## src/rtl/core/ffba_pkg.sv

```systemverilog
// ffba_pkg: shared constants and types of the first-fit block allocator
// no dependencies; imported by the allocator top level
package ffba_pkg;

	localparam int ALIGN_BYTES = 4;
	localparam int HDR_BYTES   = 4;

	localparam logic REQ_ALLOC = 1'b0;
	localparam logic REQ_FREE  = 1'b1;

	typedef enum logic [2:0] {
		ST_INIT,
		ST_IDLE,
		ST_ALLOC,
		ST_FREE,
		ST_SPLIT,
		ST_RESP
	} ffba_state_t;

endpackage

```

## src/rtl/core/ffba_req_if.sv

```systemverilog
// ffba_req_if: request channel of the allocator (valid/ready plus payload)
// no dependencies
interface ffba_req_if;
	logic       valid;
	logic       ready;
	logic       req_type;
	logic [7:0] alloc_size;
	logic [7:0] free_offset;

	modport source(output valid, req_type, alloc_size, free_offset, input ready);
	modport sink(input valid, req_type, alloc_size, free_offset, output ready);
endinterface

```

## src/rtl/core/ffba_rsp_if.sv

```systemverilog
// ffba_rsp_if: response channel of the allocator (valid/ready plus payload)
// no dependencies
interface ffba_rsp_if;
	logic       valid;
	logic       ready;
	logic [7:0] alloc_offset;
	logic       alloc_ok;

	modport source(output valid, alloc_offset, alloc_ok, input ready);
	modport sink(input valid, alloc_offset, alloc_ok, output ready);
endinterface

```

## src/rtl/core/ffba_ram.sv

```systemverilog
// ffba_ram: generic single-write, single-read ram with registered read data
// no dependencies
module ffba_ram #(
	parameter int WIDTH = 9,
	parameter int DEPTH = 64
) (
	input  logic                     clk,
	input  logic                     we,
	input  logic [$clog2(DEPTH)-1:0] waddr,
	input  logic [WIDTH-1:0]         wdata,
	input  logic                     re,
	input  logic [$clog2(DEPTH)-1:0] raddr,
	output logic [WIDTH-1:0]         rdata
);

	logic [WIDTH-1:0] mem_q [DEPTH];
	logic [WIDTH-1:0] rdata_q;

	always_ff @(posedge clk) begin
		if (we) begin
			mem_q[waddr] <= wdata;
		end
		if (re) begin
			rdata_q <= mem_q[raddr];
		end
	end

	assign rdata = rdata_q;

endmodule

```

## src/rtl/core/first_fit_block_allocator.sv

```systemverilog
// first_fit_block_allocator: first-fit allocator with split and coalescing
// walk: a request visits one block header per cycle in the header ram, up to
//   BUF_BYTES/4 - 1 headers; an allocate that splits a block then writes the
//   header of the remainder before the response is loaded
// throughput: one request at a time; the next is taken once the result is registered
// reset: one ram write after reset puts the single free block in word 0
// depends on ffba_pkg, ffba_req_if, ffba_rsp_if, ffba_ram
module first_fit_block_allocator #(
	parameter int BUF_BYTES = 256
) (
	input  logic       clk,
	input  logic       arst_n,
	ffba_req_if.sink   req,
	ffba_rsp_if.source rsp
);
	import ffba_pkg::*;

	localparam int SW    = $clog2(BUF_BYTES);      // header size field
	localparam int HW    = SW + 1;                 // header word: {used, size}
	localparam int PW    = SW + 1;                 // byte position, holds BUF_BYTES
	localparam int SLOTS = BUF_BYTES / 4;
	localparam int AW    = $clog2(SLOTS);
	localparam int NW    = (PW > 9) ? PW : 9;      // wide arithmetic

	ffba_state_t state_q, state_d;

	logic [NW-1:0] need_q, need_d;
	logic [PW-1:0] cur_q, cur_d;
	logic [PW-1:0] prev_q, prev_d;
	logic [PW-1:0] tgt_q, tgt_d;
	logic [SW-1:0] prev_size_q, prev_size_d;
	logic          prev_used_q, prev_used_d;
	logic [AW-1:0] rest_slot_q, rest_slot_d;
	logic [SW-1:0] rest_size_q, rest_size_d;
	logic [7:0]    res_off_q, res_off_d;
	logic          res_ok_q, res_ok_d;

	logic          out_valid_q;
	logic [7:0]    out_off_q;
	logic          out_ok_q;
	logic          load_out;

	logic          mem_we, mem_re;
	logic [AW-1:0] mem_waddr, mem_raddr;
	logic [HW-1:0] mem_wdata, mem_rdata;

	logic [SW-1:0] h_size;
	logic          h_used;
	logic [PW-1:0] nxt;
	logic [SW-1:0] msize;
	logic [NW-1:0] spare_w;
	logic [NW-1:0] rest_pos;
	logic [NW-1:0] off_w;
	logic [8:0]    rnd;

	assign h_size = mem_rdata[SW-1:0];
	assign h_used = mem_rdata[SW];

	// walk continues while a header plus one aligned word still fit
	function automatic logic walk_on(input logic [PW-1:0] p);
		walk_on = (NW'(p) + NW'(HDR_BYTES + ALIGN_BYTES)) <= NW'(BUF_BYTES);
	endfunction

	ffba_ram #(
		.WIDTH(HW),
		.DEPTH(SLOTS)
	) u_hdr_ram (
		.clk  (clk),
		.we   (mem_we),
		.waddr(mem_waddr),
		.wdata(mem_wdata),
		.re   (mem_re),
		.raddr(mem_raddr),
		.rdata(mem_rdata)
	);

	// reads always go ahead of the write address on the chain, so no forwarding
	always_comb begin
		state_d     = state_q;
		need_d      = need_q;
		cur_d       = cur_q;
		prev_d      = prev_q;
		tgt_d       = tgt_q;
		prev_size_d = prev_size_q;
		prev_used_d = prev_used_q;
		rest_slot_d = rest_slot_q;
		rest_size_d = rest_size_q;
		res_off_d   = res_off_q;
		res_ok_d    = res_ok_q;
		mem_we      = 1'b0;
		mem_waddr   = cur_q[SW-1:2];
		mem_wdata   = '0;
		mem_re      = 1'b0;
		mem_raddr   = '0;
		req.ready   = 1'b0;
		load_out    = 1'b0;
		nxt         = '0;
		msize       = '0;
		spare_w     = '0;
		rest_pos    = '0;
		off_w       = NW'(req.free_offset);
		rnd         = ({1'b0, req.alloc_size} + 9'(ALIGN_BYTES - 1)) & ~9'(ALIGN_BYTES - 1);

		case (state_q)
			ST_INIT: begin
				mem_we    = 1'b1;
				mem_waddr = '0;
				mem_wdata = {1'b0, SW'(BUF_BYTES - HDR_BYTES)};
				state_d   = ST_IDLE;
			end

			ST_IDLE: begin
				req.ready = 1'b1;
				if (req.valid) begin
					res_off_d = '0;
					res_ok_d  = 1'b0;
					cur_d     = '0;
					prev_d    = '0;
					need_d    = NW'(rnd);
					if (req.req_type == REQ_ALLOC) begin
						mem_re  = 1'b1;
						state_d = ST_ALLOC;
					end else if (off_w < NW'(HDR_BYTES) ||
							off_w > NW'(BUF_BYTES - ALIGN_BYTES)) begin
						state_d = ST_RESP;
					end else begin
						tgt_d   = PW'(off_w - NW'(HDR_BYTES));
						mem_re  = 1'b1;
						state_d = ST_FREE;
					end
				end
			end

			ST_ALLOC: begin
				if (!h_used && NW'(h_size) >= need_q) begin
					spare_w   = NW'(h_size) - need_q;
					rest_pos  = NW'(cur_q) + need_q + NW'(HDR_BYTES);
					mem_we    = 1'b1;
					res_off_d = 8'(NW'(cur_q) + NW'(HDR_BYTES));
					res_ok_d  = 1'b1;
					if (spare_w >= NW'(ALIGN_BYTES)) begin
						mem_wdata   = {1'b1, need_q[SW-1:0]};
						rest_slot_d = rest_pos[SW-1:2];
						rest_size_d = SW'(spare_w - NW'(HDR_BYTES));
						state_d     = ST_SPLIT;
					end else begin
						mem_wdata = {1'b1, h_size};
						state_d   = ST_RESP;
					end
				end else begin
					nxt = PW'(cur_q + PW'(h_size) + PW'(HDR_BYTES));
					if (walk_on(nxt)) begin
						cur_d     = nxt;
						mem_re    = 1'b1;
						mem_raddr = nxt[SW-1:2];
					end else begin
						state_d = ST_RESP;
					end
				end
			end

			ST_FREE: begin
				if (cur_q == tgt_q) begin
					if (prev_q != cur_q && !prev_used_q) begin
						// merge into the free predecessor, which becomes the target
						msize       = SW'(prev_size_q + h_size + SW'(HDR_BYTES));
						mem_we      = 1'b1;
						mem_waddr   = prev_q[SW-1:2];
						mem_wdata   = {1'b0, msize};
						tgt_d       = prev_q;
						prev_size_d = msize;
						prev_used_d = 1'b0;
						nxt         = PW'(prev_q + PW'(msize) + PW'(HDR_BYTES));
					end else begin
						mem_we      = 1'b1;
						mem_wdata   = {1'b0, h_size};
						prev_d      = cur_q;
						prev_size_d = h_size;
						prev_used_d = 1'b0;
						nxt         = PW'(cur_q + PW'(h_size) + PW'(HDR_BYTES));
					end
					if (walk_on(nxt)) begin
						cur_d     = nxt;
						mem_re    = 1'b1;
						mem_raddr = nxt[SW-1:2];
					end else begin
						state_d = ST_RESP;
					end
				end else if (prev_q == tgt_q) begin
					// successor of the freed block
					if (!h_used) begin
						mem_we    = 1'b1;
						mem_waddr = prev_q[SW-1:2];
						mem_wdata = {prev_used_q,
							SW'(prev_size_q + h_size + SW'(HDR_BYTES))};
					end
					state_d = ST_RESP;
				end else begin
					prev_d      = cur_q;
					prev_size_d = h_size;
					prev_used_d = h_used;
					nxt         = PW'(cur_q + PW'(h_size) + PW'(HDR_BYTES));
					if (walk_on(nxt)) begin
						cur_d     = nxt;
						mem_re    = 1'b1;
						mem_raddr = nxt[SW-1:2];
					end else begin
						state_d = ST_RESP;
					end
				end
			end

			ST_SPLIT: begin
				mem_we    = 1'b1;
				mem_waddr = rest_slot_q;
				mem_wdata = {1'b0, rest_size_q};
				state_d   = ST_RESP;
			end

			ST_RESP: begin
				if (!out_valid_q || rsp.ready) begin
					load_out = 1'b1;
					state_d  = ST_IDLE;
				end
			end

			default: begin
				state_d = ST_IDLE;
			end
		endcase
	end

	always_ff @(posedge clk or negedge arst_n) begin
		if (!arst_n) begin
			state_q     <= ST_INIT;
			out_valid_q <= 1'b0;
		end else begin
			state_q <= state_d;
			if (load_out) begin
				out_valid_q <= 1'b1;
			end else if (rsp.ready) begin
				out_valid_q <= 1'b0;
			end
		end
	end

	always_ff @(posedge clk) begin
		need_q      <= need_d;
		cur_q       <= cur_d;
		prev_q      <= prev_d;
		tgt_q       <= tgt_d;
		prev_size_q <= prev_size_d;
		prev_used_q <= prev_used_d;
		rest_slot_q <= rest_slot_d;
		rest_size_q <= rest_size_d;
		res_off_q   <= res_off_d;
		res_ok_q    <= res_ok_d;
		if (load_out) begin
			out_off_q <= res_off_q;
			out_ok_q  <= res_ok_q;
		end
	end

	assign rsp.valid        = out_valid_q;
	assign rsp.alloc_offset = out_off_q;
	assign rsp.alloc_ok     = out_ok_q;

	a_fail_zero_offset: assert property (@(posedge clk) disable iff (!arst_n)
		rsp.valid && !rsp.alloc_ok |-> rsp.alloc_offset == 8'd0)
		else $error("failed allocate carries a nonzero offset");

	a_no_rw_clash: assert property (@(posedge clk) disable iff (!arst_n)
		mem_we && mem_re |-> mem_waddr != mem_raddr)
		else $error("header ram read and write hit the same word");

	a_free_no_grant: assert property (@(posedge clk) disable iff (!arst_n)
		state_q == ST_FREE |-> !res_ok_q)
		else $error("free request holds a grant");

	a_accept_leaves_idle: assert property (@(posedge clk) disable iff (!arst_n)
		req.valid && req.ready |=> state_q != ST_IDLE)
		else $error("accepted request did not start a walk");

endmodule

```

## src/flat_wrapper.sv

```systemverilog
// flat-port wrapper written by rule: the top's interface ports become plain ports
module first_fit_block_allocator_flat import ffba_pkg::*;
#(
	parameter int BUF_BYTES = 256
)
  (clk, arst_n, req_valid, req_req_type, req_alloc_size, req_free_offset, req_ready, rsp_valid, rsp_alloc_offset, rsp_alloc_ok, rsp_ready);
  ffba_req_if req_i ();
  ffba_rsp_if rsp_i ();
  input  logic clk;
  input  logic arst_n;
  input wire logic [$bits(req_i.valid)-1:0] req_valid;
  input wire logic [$bits(req_i.req_type)-1:0] req_req_type;
  input wire logic [$bits(req_i.alloc_size)-1:0] req_alloc_size;
  input wire logic [$bits(req_i.free_offset)-1:0] req_free_offset;
  output wire logic [$bits(req_i.ready)-1:0] req_ready;
  output wire logic [$bits(rsp_i.valid)-1:0] rsp_valid;
  output wire logic [$bits(rsp_i.alloc_offset)-1:0] rsp_alloc_offset;
  output wire logic [$bits(rsp_i.alloc_ok)-1:0] rsp_alloc_ok;
  input wire logic [$bits(rsp_i.ready)-1:0] rsp_ready;
  assign req_i.valid = req_valid;
  assign req_i.req_type = req_req_type;
  assign req_i.alloc_size = req_alloc_size;
  assign req_i.free_offset = req_free_offset;
  assign req_ready = req_i.ready;
  assign rsp_valid = rsp_i.valid;
  assign rsp_alloc_offset = rsp_i.alloc_offset;
  assign rsp_alloc_ok = rsp_i.alloc_ok;
  assign rsp_i.ready = rsp_ready;
  first_fit_block_allocator #(.BUF_BYTES(BUF_BYTES)) u_core (.clk(clk), .arst_n(arst_n), .req(req_i), .rsp(rsp_i));
endmodule
```

## config.mk

```make
export PLATFORM = sky130hd
export DESIGN_NAME = first_fit_block_allocator_flat
export DESIGN_NICKNAME = d
export VERILOG_FILES = /design/src/rtl/core/ffba_pkg.sv /design/src/rtl/core/ffba_req_if.sv /design/src/rtl/core/ffba_rsp_if.sv /design/src/rtl/core/ffba_ram.sv /design/src/rtl/core/first_fit_block_allocator.sv /design/src/flat_wrapper.sv
export SDC_FILE = /design/constraint.sdc
export NUM_CORES = 1
export LEC_CHECK = 0
export BUFFER_PORTS_ARGS = -buffer_cell sky130_fd_sc_hd__buf_2
export CAP_MARGIN = 20
export CORE_ASPECT_RATIO = 1.1
export CORE_MARGIN = 2
export CORE_UTILIZATION = 57
export CTS_CLUSTER_DIAMETER = 120
export DETAILED_ROUTE_END_ITERATION = 16
export GPL_TIMING_DRIVEN = 1
export MAX_ROUTING_LAYER = met4
export PLACE_DENSITY_LB_ADDON = 0.05
export SYNTH_ARGS = -nofsm -noshare
export SYNTH_HDL_FRONTEND = slang
export SYNTH_SLANG_ARGS = --single-unit
```

## constraint.sdc

```tcl
create_clock -name clk -period 5.7 [get_ports clk]
set_input_delay 0.57 -clock clk [delete_from_list [all_inputs] [get_ports clk]]
set_output_delay 0.57 -clock clk [all_outputs]
set_load 0.005 [all_outputs]
```

Word level (Yosys, flattened, before mapping)
Memories as Yosys holds them, arrays and structs flattened. A register that Yosys moved wholly into a read port is not among the register bits.
Index checks and enable logic that the tools add are counted.
{ "totals": {"out_inout_bits": 11, "register_bits": 79, "mem_bits_rw": 576, "elab_cells": 158, "in_bits": 21, "memories": 1} }
{ "op_classes": {"magnitude_cmp": 6, "eq_ne": 21, "n_reduce_logical": 21, "muxes": 80, "add_sub_neg": 15} }
{ "mem_list": {"columns": ["name", "words", "width", "rd", "rd_clocked_by_memory_dff", "write_ports", "line_no", "source"], "rows": [
  ["u_core.u_hdr_ram.mem_q", 64, 9, 1, 1, 1, "ffba_ram.sv:16", "logic [WIDTH-1:0] mem_q [DEPTH];"]
]} }
{ "ops": {"columns": ["op", "n"], "rows": [
  ["$mux 9", 21],
  ["$mux 8", 7],
  ["$mux 6", 9],
  ["$pmux 9 s2", 2],
  ["$pmux 9 s4", 1],
  ["$mux 3", 9],
  ["$pmux 9 s3", 1],
  ["$add 8x3->8 const B", 3],
  ["$mux 1", 23],
  ["$add 9x3->9 const B", 2],
  ["$add 9x4->9 const B", 2],
  ["$add 9x8->9", 2],
  ["$eq 9x9->1", 2],
  ["$le 9x9->1 const B", 2],
  ["$pmux 6 s3", 1],
  ["$add 8x8->8", 2],
  ["$pmux 8 s2", 1],
  ["$pmux 3 s5", 1],
  ["$pmux 6 s2", 1],
  ["$ne 2x1->1 const B", 5],
  ["$add 8x2->9 const B", 1],
  ["$ge 8x9->1", 1],
  ["$ge 9x3->1 const B", 1],
  ["$ne 3x3->1 const B", 3],
  ["25 further kinds", 40]
]} }

Logic depth before layout (Yosys ltp)
Gate-level depths: netlist of run 1.
{ "depth": {"depth_word": 12, "ltp_mapped": 29, "mapped_depth_nobuf": 26} }

Cells and area by module
From an unflattened synthesis of run 1, not the netlist that was laid out.
{ "hier_totals": {"cells_unflattened": 1704, "hier_area_um2": 29183.0} }
{ "by_module_without_submodules": {"columns": ["mod", "cells_per_inst", "area_per_inst_um2", "seq_area_each_um2", "n_inst"], "rows": [
  ["ffba_ram", 1045, 22731.8, 17566.8, 1],
  ["first_fit_block_allocator", 659, 6451.2, 2352.3, 1]
]} }

Worst setup path before layout of run 1
No wires, ideal clock.
{ "synth_path": {"kind": "register -> register", "startpoint": "reg u_core.u_hdr_ram.rdata_q[1] (netlist: u_core.u_hdr_ram.rdata[1]) (read register of u_core.u_hdr_ram.mem_q)", "endpoint": "reg u_core.u_hdr_ram.rdata_q[6] (netlist: u_core.u_hdr_ram.rdata[6]) (read register of u_core.u_hdr_ram.mem_q) (data pin)", "stages_incl_launch_ff": 27, "arrival_time_ps": 5447, "synth_period_minus_slack_ps": 5724, "setup_time_ps": 277, "setup_slack_ps": -24, "n_path_buf": 2, "t_required_ps": 5423, "cell_sequence": "edfxtp_1 -> ha_1 -> ha_1 -> fa_1 -> a21o_1 -> a21oi_1 -> o21bai_1 -> a21oi_1 -> xnor2_1 -> inv_1 -> ha_1 -> ha_1 -> or3b_2 -> o2111ai_1 -> a311oi_1 -> mux2_2 -> a31o_1 -> o211a_2 -> o211ai_2 -> and2_4 -> buf_6 -> buf_6 -> mux2_1 -> o22ai_1 -> a21oi_1 -> a21oi_1 -> a32oi_1"} }
{ "synth_via": {"elab_chain_len": 12, "word_cells_on_any_way": 27, "cone_classes": "8 x add/sub; 3 x order compare; 15 x mux; 1 x reduce/logical"} }
{ "synth_rtl": {"columns": ["element", "line_no", "source"], "rows": [
  ["start: declaration", "ffba_ram.sv:17", "logic [WIDTH-1:0] rdata_q;"],
  ["$add 8x8->8", "first_fit_block_allocator.sv:166", "msize = SW'(prev_size_q + h_size + SW'(HDR_BYTES));"],
  ["$add 8x3->8", "first_fit_block_allocator.sv:166", null],
  ["$add 9x8->9", "first_fit_block_allocator.sv:173", "nxt = PW'(prev_q + PW'(msize) + PW'(HDR_BYTES));"],
  ["$add 9x3->9", "first_fit_block_allocator.sv:173", null],
  ["$mux 9", "first_fit_block_allocator.sv:164", "if (prev_q != cur_q && !prev_used_q) begin"],
  ["$mux 9", "first_fit_block_allocator.sv:163", "if (cur_q == tgt_q) begin"],
  ["$mux 9", "first_fit_block_allocator.sv:104", "case (state_q)"],
  ["$add 9x4->9", "first_fit_block_allocator.sv:61", "walk_on = (NW'(p) + NW'(HDR_BYTES + ALIGN_BYTES)) <= NW'(BUF_BYTES);"],
  ["$le 9x9->1", "first_fit_block_allocator.sv:61", null],
  ["$mux 1 or $mux 6 (tied branches)", "first_fit_block_allocator.sv:182", "if (walk_on(nxt)) begin"],
  ["$mux 1 or $mux 6 (tied branches)", "first_fit_block_allocator.sv:163", null],
  ["$pmux 1 s3 or $pmux 6 s2 (tied branches)", "first_fit_block_allocator.sv:104", null]
]} }
Parallel ways exist; a longest one is shown, timed or not. The select of a mux whose other input is x is not followed.
A chain may end at the register's enable or synchronous reset.

Worst setup path in the final report of run 1
{ "layout_path": {"startpoint": "reg u_core.u_hdr_ram.rdata_q[1] (netlist: u_core.u_hdr_ram.rdata[1]) (read register of u_core.u_hdr_ram.mem_q)", "endpoint": "reg u_core.u_hdr_ram.rdata_q[4] (netlist: u_core.u_hdr_ram.rdata[4]) (read register of u_core.u_hdr_ram.mem_q) (data pin)"} }
The elaborated chain is that of the path after synthesis.

==> run metrics, run 1 <==
Slew HR=a little over a third; DRT Pass-1 Iters=12; Post-synth EDFFs=660; I/O Buffers=31; pin count of the biggest net entering global routing=65; Starting Density=approximately 58%; post-synthesis cell count=roughly 2300; asr flop ratio synth=less than 1%; GRT overflow=0; status=complete, but fails checks; height of the die=243.5 µm; Layout Cells excl Fill=roughly 3300; first-pass GRT wire length=approximately 120 mm; layout net count=2664; die area=between 50000 and 60000 µm²; Synth Flop Type=edfxtp_1; critical path arrival=6.34 ns; CTS Buf Count=68; most frequent cells in the layout=edfxtp_1 (660), nand2_1 (450), buf_4 (256), nor2_1 (121), nand3_1 (117); # placed instances=about 3100; CTS sink count=roughly 660; Avg WL per Cell=25.91 µm; Crit. End Element=flop; Fmax=about 0.17 GHz; DP HPWL=approximately 55 mm; max cap viols=0; CTS tree=built; Final period util=105.0%; Yosys reg bits=~660; crit path from=u_core.u_hdr_ram.rdata[1]; Final Hold Fails=0; count of final setup violators=9; Ys Warns=0; via count=a little over 20000; R2R Path Start=u_core.u_hdr_ram.rdata[1]; Tot GR Track Use=between 30% and 40%; HP Class=input port to flop; count of final max-slew check failures=0; Net Count, Synth=2361; post-place instance area=between 30000 and 40000 µm²; initial antenna violation count=0; Reg clk slew, reported paths=roughly 0.060 ns; Setup crit start kind=flop; Layout area overhead=21.60%; fin area=~36000 µm²; most common cell after layout, fill and taps aside=edfxtp_1; row cnt=a little under 90; Antenna Cells=0; Clock Skews=between 0.02 and 0.025 ns; root buf cell=clkbuf_16; Worst EP required=roughly 6.1 ns; Final min period=~6 ns; final WL=around 85 mm; layout cells sized above 1=23.57%; Post-Syn Area=about 30000 µm²; failing checks=DRC, setup timing; worst-skew pair later-pin latency=slightly above 0.6 ns; Worst Tran Pin Value=approximately 0.97 ns; die width=around 220 µm; clk buf depth=3; GP Congestion=roughly 0.94; core area=between 50000 and 60000 µm²; Syn Area/Cell=roughly 13 µm²; final antenna-violating net count=0; vias per cell=approximately 6.2; sequential area share after synthesis=67.02%; worst setup margin=-0.2864 ns; Remaining DRCs=1; post-synthesis cell type count=93; RSZ-0062 raised after global routing=true; first-iteration detailed-routing DRC count=roughly 2200; # IOs=32; number of global-route vias before repair=19900; critical path class=flop to flop; HP Start=rsp_ready; htree depth=3; Critical Path Fanout Max=12
-- registers in the layout (all words and copies together) (netlist names), 3 cells and up --
signal	cells
u_core.rest_size_q	8
u_core.tgt_q	9
u_core.prev_q	9
u_core.state_q	3
u_core.u_hdr_ram.mem_q	576
u_core.prev_size_q	8
u_core.cur_q	9
u_core.need_q	7
u_core.u_hdr_ram.rdata	9
u_core.res_off_q	8
u_core.rsp.alloc_offset	8
u_core.rest_slot_q	6
-- metal layers --
metal  up-vias  GRT usage [%]  share of wire [%]
met5         -              -                  0
met4         0          15.02                4.5
met3       198          4.607                7.5
met2       986          51.65                 49
met1     10160          40.73                 39
li1       9150              -                  -
-- cell usage after synthesis (5+ instances only) --
cell | count | area share, %
xor2_1 | 31 | 0.91
mux2_2 | 13 | 0.49
a21oi_1 | 50 | 0.84
nor2_1 | 121 | 1.5
or2_2 | 7 | 0.15
edfxtp_1 | 660 | 67
mux2_1 | 9 | 0.34
o221ai_1 | 7 | 0.21
and2_1 | 12 | 0.25
buf_4 | 15 | 0.38
a22oi_1 | 14 | 0.35
nand3_1 | 121 | 2.0
a221o_1 | 5 | 0.17
nand4_1 | 33 | 0.69
o21ai_0 | 37 | 0.62
a31oi_1 | 65 | 1.4
nor3_1 | 21 | 0.35
buf_2 | 51 | 0.86
clkbuf_1 | 28 | 0.35
o22ai_1 | 22 | 0.46
and3_1 | 39 | 0.82
mux2i_1 | 75 | 2.5
nor2b_1 | 8 | 0.17
xnor2_1 | 39 | 1.1
nand2_1 | 455 | 5.7
buf_1 | 6 | 0.076
ha_1 | 65 | 2.7
a32oi_1 | 63 | 1.9
a21o_1 | 10 | 0.25
inv_1 | 44 | 0.56
a211oi_1 | 6 | 0.15
fa_1 | 5 | 0.34
nand2b_1 | 13 | 0.27
buf_6 | 12 | 0.45
-- final cells by class --
type | instances | area [µm²]
Tap cell | 667 | 834.6
Multi-Input combinational cell | 1447 | 9987
Inverter | 45 | 171.4
Clock inverter | 28 | 181.4
Clock buffer | 91 | 1852
Fill cell | 3597 | 15240
Timing Repair Buffer | 347 | 3194
Sequential cell | 664 | 19920
-- per-stage QoR --
step	hold WS (ns)	util (%)	setup TNS [ns]	worst slack [ns]
2_1_floorplan	0.2744	-	0	0.01269
3_3_place_gp	0.3840	63.36	-6.101	-0.7470
3_5_place_dp	0.3907	63.36	-6.506	-0.7940
4_1_cts	0.2446	69.10	-1.971	-0.2429
5_1_grt	0.2769	70.34	-4.291	-0.5197
6_report	0.2642	70.34	-2.350	-0.2864
-- worst max-delay path: stages, from the launching register on --
cell	delay [ns]
edfxtp_1	0.45
ha_1	0.31
ha_2	0.19
fa_2	0.55
inv_2	0.07
ha_4	0.27
inv_4	0.04
ha_4	0.20
a211oi_2	0.24
nor2_1	0.10
xor2_2	0.20
nand2_1	0.10
o21ai_2	0.09
ha_4	0.32
nor3_2	0.04
nand2_1	0.10
nor2b_1	0.07
mux4_2	0.49
o211a_4	0.17
o211ai_2	0.18
and2_4	0.22
buf_12	0.16
bufbuf_16	0.31
mux2i_2	0.26
a32oi_1	0.11
a31oi_2	0.22
buf_4	0.15
a32oi_1	0.08
-- final timing paths --
| check | cells past startpoint | endpoint | slack, ns |
|---|---|---|---|
| max | 27 | u_core.u_hdr_ram.rdata[4] | -0.29 |
| min | 3 | u_core.rsp.valid | 0.26 |
| max reg2reg | 27 | u_core.u_hdr_ram.rdata[4] | -0.29 |
| min reg2reg | 0 | u_core.rsp.alloc_offset[5] | 0.42 |
| max in group asynchronous | 2 | u_core.state_q[2] | 5.27 |
| min in group asynchronous | 2 | u_core.state_q[1] | 0.30 |
-- cell families (layout without fill, tap and decap cells) --
logic type / count (synthesis) / after routing / synth area share (%)
adders and majority gates: 70 / 70 / 3.073
AOI/OAI and AO/OA: 336 / 336 / 8.201
xor gates and xnor gates: 72 / 72 / 2.172
DFF: 664 / 664 / 67.02
muxes: 102 / 102 / 3.637
buffers and inverters: 159 / 511 / 2.757
and+or+nand+nor: 867 / 867 / 13.14
-- repair_timing --
action / 4_1_cts / 5_1_grt
gates cloned: 6 / 3
hold buffers: 1 / 0
hold endpoints to repair: 4 / 0
buffers inserted: 30 / 11
pin swaps: 39 / 37
setup endpoints to repair: 9 / 9
gates resized for setup: 95 / 88
Power of run 1 is left out: the tool's default activity adds up to more than one toggle a clock period on the data nets, which glitch-free logic cannot reach.
==> run 2: changes to the inputs <==
--- a/config.mk
+++ b/config.mk
@@ -7,12 +7,14 @@
 export LEC_CHECK = 0
 export BUFFER_PORTS_ARGS = -buffer_cell sky130_fd_sc_hd__buf_2
 export CAP_MARGIN = 20
+export CELL_PAD_IN_SITES_DETAIL_PLACEMENT = 0
+export CELL_PAD_IN_SITES_GLOBAL_PLACEMENT = 2
 export CORE_ASPECT_RATIO = 1.1
 export CORE_MARGIN = 2
-export CORE_UTILIZATION = 57
+export CORE_UTILIZATION = 41
 export CTS_CLUSTER_DIAMETER = 120
 export DETAILED_ROUTE_END_ITERATION = 16
-export GPL_TIMING_DRIVEN = 1
+export GPL_TIMING_DRIVEN = 0
 export MAX_ROUTING_LAYER = met4
 export PLACE_DENSITY_LB_ADDON = 0.05
 export SYNTH_ARGS = -nofsm -noshare
==> run 2 against run 1 <==
The run ends with setup timing left. Global-route usage fell by 4.7 points. Highest routed layer unchanged. Fmax fell by 5.4%. Critical path type unchanged. Worst setup slack got worse by 0.34 ns. Critical path depth rose by 1. Critical endpoint is now u_core.u_hdr_ram.rdata[5]. Routed wire length rose by 17%.
==> run metrics, run 2 (synthesis gave the netlist of run 1 again) <==
status=complete, but fails checks; failing checks=setup timing; Largest register FFs=576 (unchanged); Worst Tran Pin Value=1.124 ns (+0.1577 ns); root buf cell=clkbuf_16; layout cells sized above 1=22.76% (-0.81 points); layout net count=2572 (-3.5%); fin area=36530 µm² (+1.1%); die area=74660 µm² (+38%); critical path arrival=6.67 ns (+0.33 ns); worst setup margin=-0.6300 ns (-0.3436 ns); final antenna-violating net count=0 (unchanged); Critical Path Fanout Max=7 (-5); via count=19910 (-2.9%); count of final setup violators=9 (unchanged); core area=71780 µm² (+40%); initial antenna violation count=0 (unchanged); Slew HR=25.09% (-10 points); Fill cells=6205 (+73%); Post-Place Setup Slack=-2.349 ns (-1.555 ns); # IOs=32 (unchanged); first-iteration detailed-routing DRC count=1970 (-11%); most frequent cells in the layout=edfxtp_1 (660), nand2_1 (454), nand3_1 (120), buf_4 (89), nor2_1 (85); CTS tree=built; uppermost layer routed=met4; DRT Pass-1 Iters=7 (-5); crit path from=u_core.u_hdr_ram.rdata[2]; pin count of the biggest net entering global routing=65 (unchanged); row cnt=103 (+18%); die width=260.7 µm (+18%); HP Class=input port to flop; clk buf depth=3 (unchanged); most common cell after layout, fill and taps aside=edfxtp_1; count of final max-slew check failures=0 (unchanged); Reg clk slew, reported paths=0.06 ns (about the same); I/O Buffers=31 (unchanged); RSZ-0062 raised after global routing=true; Worst EP required=6.04 ns (about the same); vias per cell=5.710 (-8.3%); final WL=99.53 mm (+17%); Final min period=6.330 ns (+0.3436 ns); worst-skew pair later-pin latency=0.63 ns (+0.02 ns); GRT overflow=0 (unchanged); htree depth=3 (unchanged); CTS Buf Count=74 (+8.8%); multi-input combinational cell area=10350 µm² (+3.6%); number of global-route vias before repair=19910 (+0.075%); metal3 WL=5.171 mm (-19%); Slowest-stage cell, CP=edfxtp_1; Tot GR Track Use=27.44% (-4.7 points); R2R Path Start=u_core.u_hdr_ram.rdata[2]; critical path class=flop to flop; Setup crit start kind=flop; setup TNS=-5.331 ns (-2.981 ns); CP endpoint=u_core.u_hdr_ram.rdata[5]; # placed instances=3264 (+4.5%); CTS sink count=664 (unchanged); Layout area overhead=22.90%; Fmax=0.1580 GHz (-5.4%); Crit. End Element=flop; first-pass GRT wire length=141.1 mm (+14%); metal2 WL=50.09 mm (+20%); Clock Skews=0.01913 ns (-0.002742 ns); Avg WL per Cell=28.55 µm (+10%); R2R cell count=28 (+3.7%); post-place instance area=31590 µm² (-3.0%); DP HPWL=69.05 mm (+26%); Remaining DRCs=0 (-1); Final Hold Fails=0 (unchanged); GP Congestion=0.9061 (-3.9%); Biggest register=u_core.u_hdr_ram.mem_q; Starting Density=41.40% (-16 points); Final period util=111.1% (+6.0 points); R2R Setup Slk=-0.63 ns (-0.34 ns); max cap viols=0 (unchanged); WL met1=40.67 mm (+22%); Layout Cells excl Fill=3486 (+6.0%); register area=19920 µm² (unchanged); height of the die=286.4 µm (+18%); RR Endpoint=u_core.u_hdr_ram.rdata[5]; CP max stage delay=0.50 ns (-0.05 ns)
[run 2: cell count changes in the layout (fill, tap and decap cells not counted), sizes merged]
cell	before	now
clkbuf	94	126
diode	0	1
bufbuf	2	1
clkinv	21	30
clkinvlp	2	4
buf	341	214
bufinv	1	4
[run 2: how the worst min path moves through the flow]
stage                      start               end  slack [ns]  cells past startpoint
2_1_floorplan             arst_n  u_core.rsp.valid        0.27                      0
3_3_place_gp              arst_n  u_core.rsp.valid        0.39                      1
3_5_place_dp              arst_n  u_core.rsp.valid        0.39                      1
4_1_cts        req_alloc_size[5]  u_core.need_q[5]        0.22                      2
5_1_grt        req_alloc_size[7]  u_core.need_q[7]        0.24                      2
6_report       req_alloc_size[7]  u_core.need_q[7]        0.26                      2
[run 2: cell type report]
type                    instances  area share [%]
plain buffers                 111           2.966
clock inverters                42          0.9523
well taps                     945           3.237
clock buffers                  93           5.381
multi-input cells            1447           28.33
repair buffers                138           4.114
diodes                          1        0.006851
flip-flops and latches        664           54.53
inverters                      45          0.4796
[run 2: critical path: cells and delay by family (launching register included)]
family / cells / cell delay, ns
AO/OA/AOI/OAI: 12 / 1.95
XOR/XNOR: 1 / 0.18
adder cells (fa/ha/maj): 4 / 1.20
buffers and inverters: 7 / 0.92
flip-flops: 1 / 0.50
multiplexers: 2 / 0.61
AND/OR/NAND/NOR: 2 / 0.67
[run 2: stage by stage]
stage                     utilization [%]  hold WS [ns]
after floorplan                         -        0.2744
after global placement              43.28        0.3922
after detailed placement            44.00        0.3948
after CTS                           50.01        0.2217
after global routing                50.88        0.2413
final                               50.88        0.2552
[run 2: repair_timing]
item,in CTS,in global routing
hold endpoints to repair,4,0
hold buffers,1,0
cloned,4,5
endpoints found under the setup margin,194,396
gates resized for setup,321,72
buffers inserted,58,19
pin swaps,54,32
[run 2: routing by layer]
layer	vias up	track usage [%]
met5	-	-
met4	0	8.800
met3	155	3.471
met2	614	46.58
met1	10150	34.10
li1	8987	-
Power of run 2 is left out for the same reason.
==> run 3: changes to the inputs <==
--- a/config.mk
+++ b/config.mk
@@ -17,6 +17,7 @@
 export GPL_TIMING_DRIVEN = 0
 export MAX_ROUTING_LAYER = met4
 export PLACE_DENSITY_LB_ADDON = 0.05
+export SETUP_SLACK_MARGIN = 0.05
 export SYNTH_ARGS = -nofsm -noshare
 export SYNTH_HDL_FRONTEND = slang
 export SYNTH_SLANG_ARGS = --single-unit
==> run 3 against run 2 <==
Die area did not move. Utilization rose by 0.094 points. Sequential cell count unchanged. Critical endpoint unchanged. Highest routed layer unchanged. Global-route usage decreased by 0.49 points. Fmax down 0.64%. The flow still finishes with violations (setup timing). Sequential share of layout area fell by 0.10 points.
==> run metrics, run 3 (synthesis gave the netlist of run 1 again) <==
root buf cell=clkbuf_16; GR peak layer=met2; GR Layer Usage met2=45.64% (-0.95 points); Final Hold Fails=0 (unchanged); worst setup margin=-0.6709 ns (-0.04087 ns); clk buf depth=3 (unchanged); Largest register FFs=576 (unchanged); most frequent cells in the layout=edfxtp_1 (660), nand2_1 (450), nand3_1 (121), nor2_1 (87), clkbuf_16 (80); final antenna-violating net count=0 (unchanged); die area=74660 µm² (unchanged); die width=260.7 µm (unchanged); pin count of the biggest net entering global routing=65 (unchanged); Critical Path Fanout Max=7 (unchanged); most common cell after layout, fill and taps aside=edfxtp_1; Setup crit start kind=flop; number of global-route vias before repair=19270 (-3.2%); CTS Buf Count=75 (+1.4%); GRT overflow=0 (unchanged); Crit. End Element=flop; Slew HR=16.83% (-8.3 points); Starting Density=41.40% (unchanged); max cap viols=0 (unchanged); Layout area overhead=23.12%; final WL=97.13 mm (-2.4%); HP Class=input port to flop; I/O Buffers=31 (unchanged); worst path bufs/invs=4 (-3); Slowest-stage cell, CP=edfxtp_1; first-pass GRT wire length=138.8 mm (-1.6%); register area=19920 µm² (unchanged); layout net count=2567 (-0.19%); CTS sink count=664 (unchanged); # IOs=32 (unchanged); most frequent cell on the critical path=ha_4; met3 Use GR=3.630% (+0.16 points); DP HPWL=67.96 mm (-1.6%); htree depth=3 (unchanged); via count=19680 (-1.1%); GR Util met1=33.16% (-0.94 points); Reg clk slew, reported paths=0.06 ns (about the same); critical path arrival=6.71 ns (+0.04 ns); height of the die=286.4 µm (unchanged); Fmax=0.1570 GHz (-0.64%); DRT Pass-1 Iters=5 (-2); CP max stage delay=0.50 ns (about the same); Clock Skews=0.01716 ns (-0.001967 ns); multi-input combinational cell area=10550 µm² (+2.0%); vias per cell=5.655 (-0.96%); Crit path max-delay family=compound AO/OA/AOI/OAI gates; count of final setup violators=9 (unchanged); Remaining DRCs=0 (unchanged); first-iteration detailed-routing DRC count=1530 (-22%); row cnt=103 (unchanged); Post-Place Setup Slack=-2.623 ns (-0.2739 ns); core area=71780 µm² (unchanged); layout cells sized above 1=23.04% (+0.28 points); Final period util=111.8% (+0.72 points); Worst Tran Pin Value=1.237 ns (+0.1137 ns); count of final max-slew check failures=0 (unchanged); Final min period=6.371 ns (+0.04087 ns); RSZ-0062 raised after global routing=true; GP Congestion=0.9037 (-0.26%); worst-skew pair later-pin latency=0.62 ns (about the same); Avg WL per Cell=27.91 µm (-2.2%); Tot GR Track Use=26.96% (-0.49 points); Fill cells=6163 (-0.68%); Worst EP required=6.04 ns (about the same); Antenna Cells=0 (-1); failing checks=setup timing; status=complete, but fails checks; Biggest register=u_core.u_hdr_ram.mem_q; initial antenna violation count=0 (unchanged); CTS tree=built; critical path class=flop to flop
[run 3: cell types whose count changed in the layout (fill, tap and decap cells not counted), sizes merged, moves of 2 or more]
| cell | previous run | this run |
|---|---|---|
| buf | 214 | 207 |
| inv | 49 | 45 |
| clkinvlp | 4 | 2 |
| bufbuf | 1 | 3 |
| clkbuf | 126 | 123 |
| clkinv | 30 | 40 |
| bufinv | 4 | 2 |
[run 3: worst register-to-register path, stage by stage, from the launching register on]
cell and delay (ns):
edfxtp_1 0.50, ha_4 0.29, ha_4 0.16, fa_2 0.44, a21o_1 0.21, a21oi_4 0.13
o21bai_1 0.07, a21oi_1 0.17, xnor2_1 0.18, inv_2 0.14, ha_4 0.25, ha_4 0.28
or4b_4 0.46, o2111ai_2 0.08, a311oi_2 0.08, mux2_4 0.33, a31o_1 0.22, o211a_4 0.18
o211ai_4 0.19, and2_4 0.21, buf_12 0.14, buf_12 0.13, buf_12 0.16, mux2i_2 0.25
a32oi_1 0.10, and3_4 0.23, a31oi_4 0.32, a32oi_2 0.17
[run 3: layout make-up]
class	count	share of cell area [%]
Buffer	113	3.009
Tap cell	945	3.231
Multi-Input combinational cell	1448	28.83
Timing Repair Buffer	129	3.758
Clock inverter	44	0.7864
Sequential cell	664	54.43
Inverter	45	0.4718
Clock buffer	92	5.477
[run 3: path summary, 6_finish.rpt]
kind	cells after the start	slack (ns)	from	end
setup / recovery	27	-0.67	u_core.u_hdr_ram.rdata[1]	u_core.u_hdr_ram.rdata[5]
hold / removal	2	0.26	req_alloc_size[5]	u_core.need_q[5]
setup reg to reg	27	-0.67	u_core.u_hdr_ram.rdata[1]	u_core.u_hdr_ram.rdata[5]
hold reg to reg	0	0.42	u_core.res_ok_q	u_core.rsp.alloc_ok
max in group asynchronous	2	5.27	arst_n	u_core.state_q[1]
min in group asynchronous	2	0.29	arst_n	u_core.rsp.valid
[run 3: repair_timing]
item | in CTS | in global routing
pin swaps | 69 | 57
hold buffers | 1 | 0
gates resized for setup | 344 | 74
hold endpoints to repair | 4 | 0
setup endpoints to repair | 156 | 363
buffers inserted | 55 | 18
gates cloned | 6 | 2
[run 3: metal layers]
layer / part of all wire [%] / vias to the layer above
li1: - / 8983
met2: 51 / 572
met4: 3.6 / 0
met1: 41 / 9990
met5: 0 / -
met3: 5.0 / 134
[run 3: through the flow]
step | instance area (µm²) | hold WS (ns) | std cells | setup TNS, ns | util (%)
2_1_floorplan | 29740 | 0.2744 | 2270 | 0 | -
3_3_place_gp | 31080 | 0.3928 | 3246 | -1499.78 | 43.30
3_5_place_dp | 31520 | 0.3945 | 3261 | -38.67 | 43.91
4_1_cts | 36020 | 0.2249 | 3457 | -5.185 | 50.18
5_1_grt | 36590 | 0.2515 | 3480 | -6.746 | 50.98
6_report | 36590 | 0.2583 | 3480 | -5.153 | 50.98
Power of run 3 is left out for the same reason.
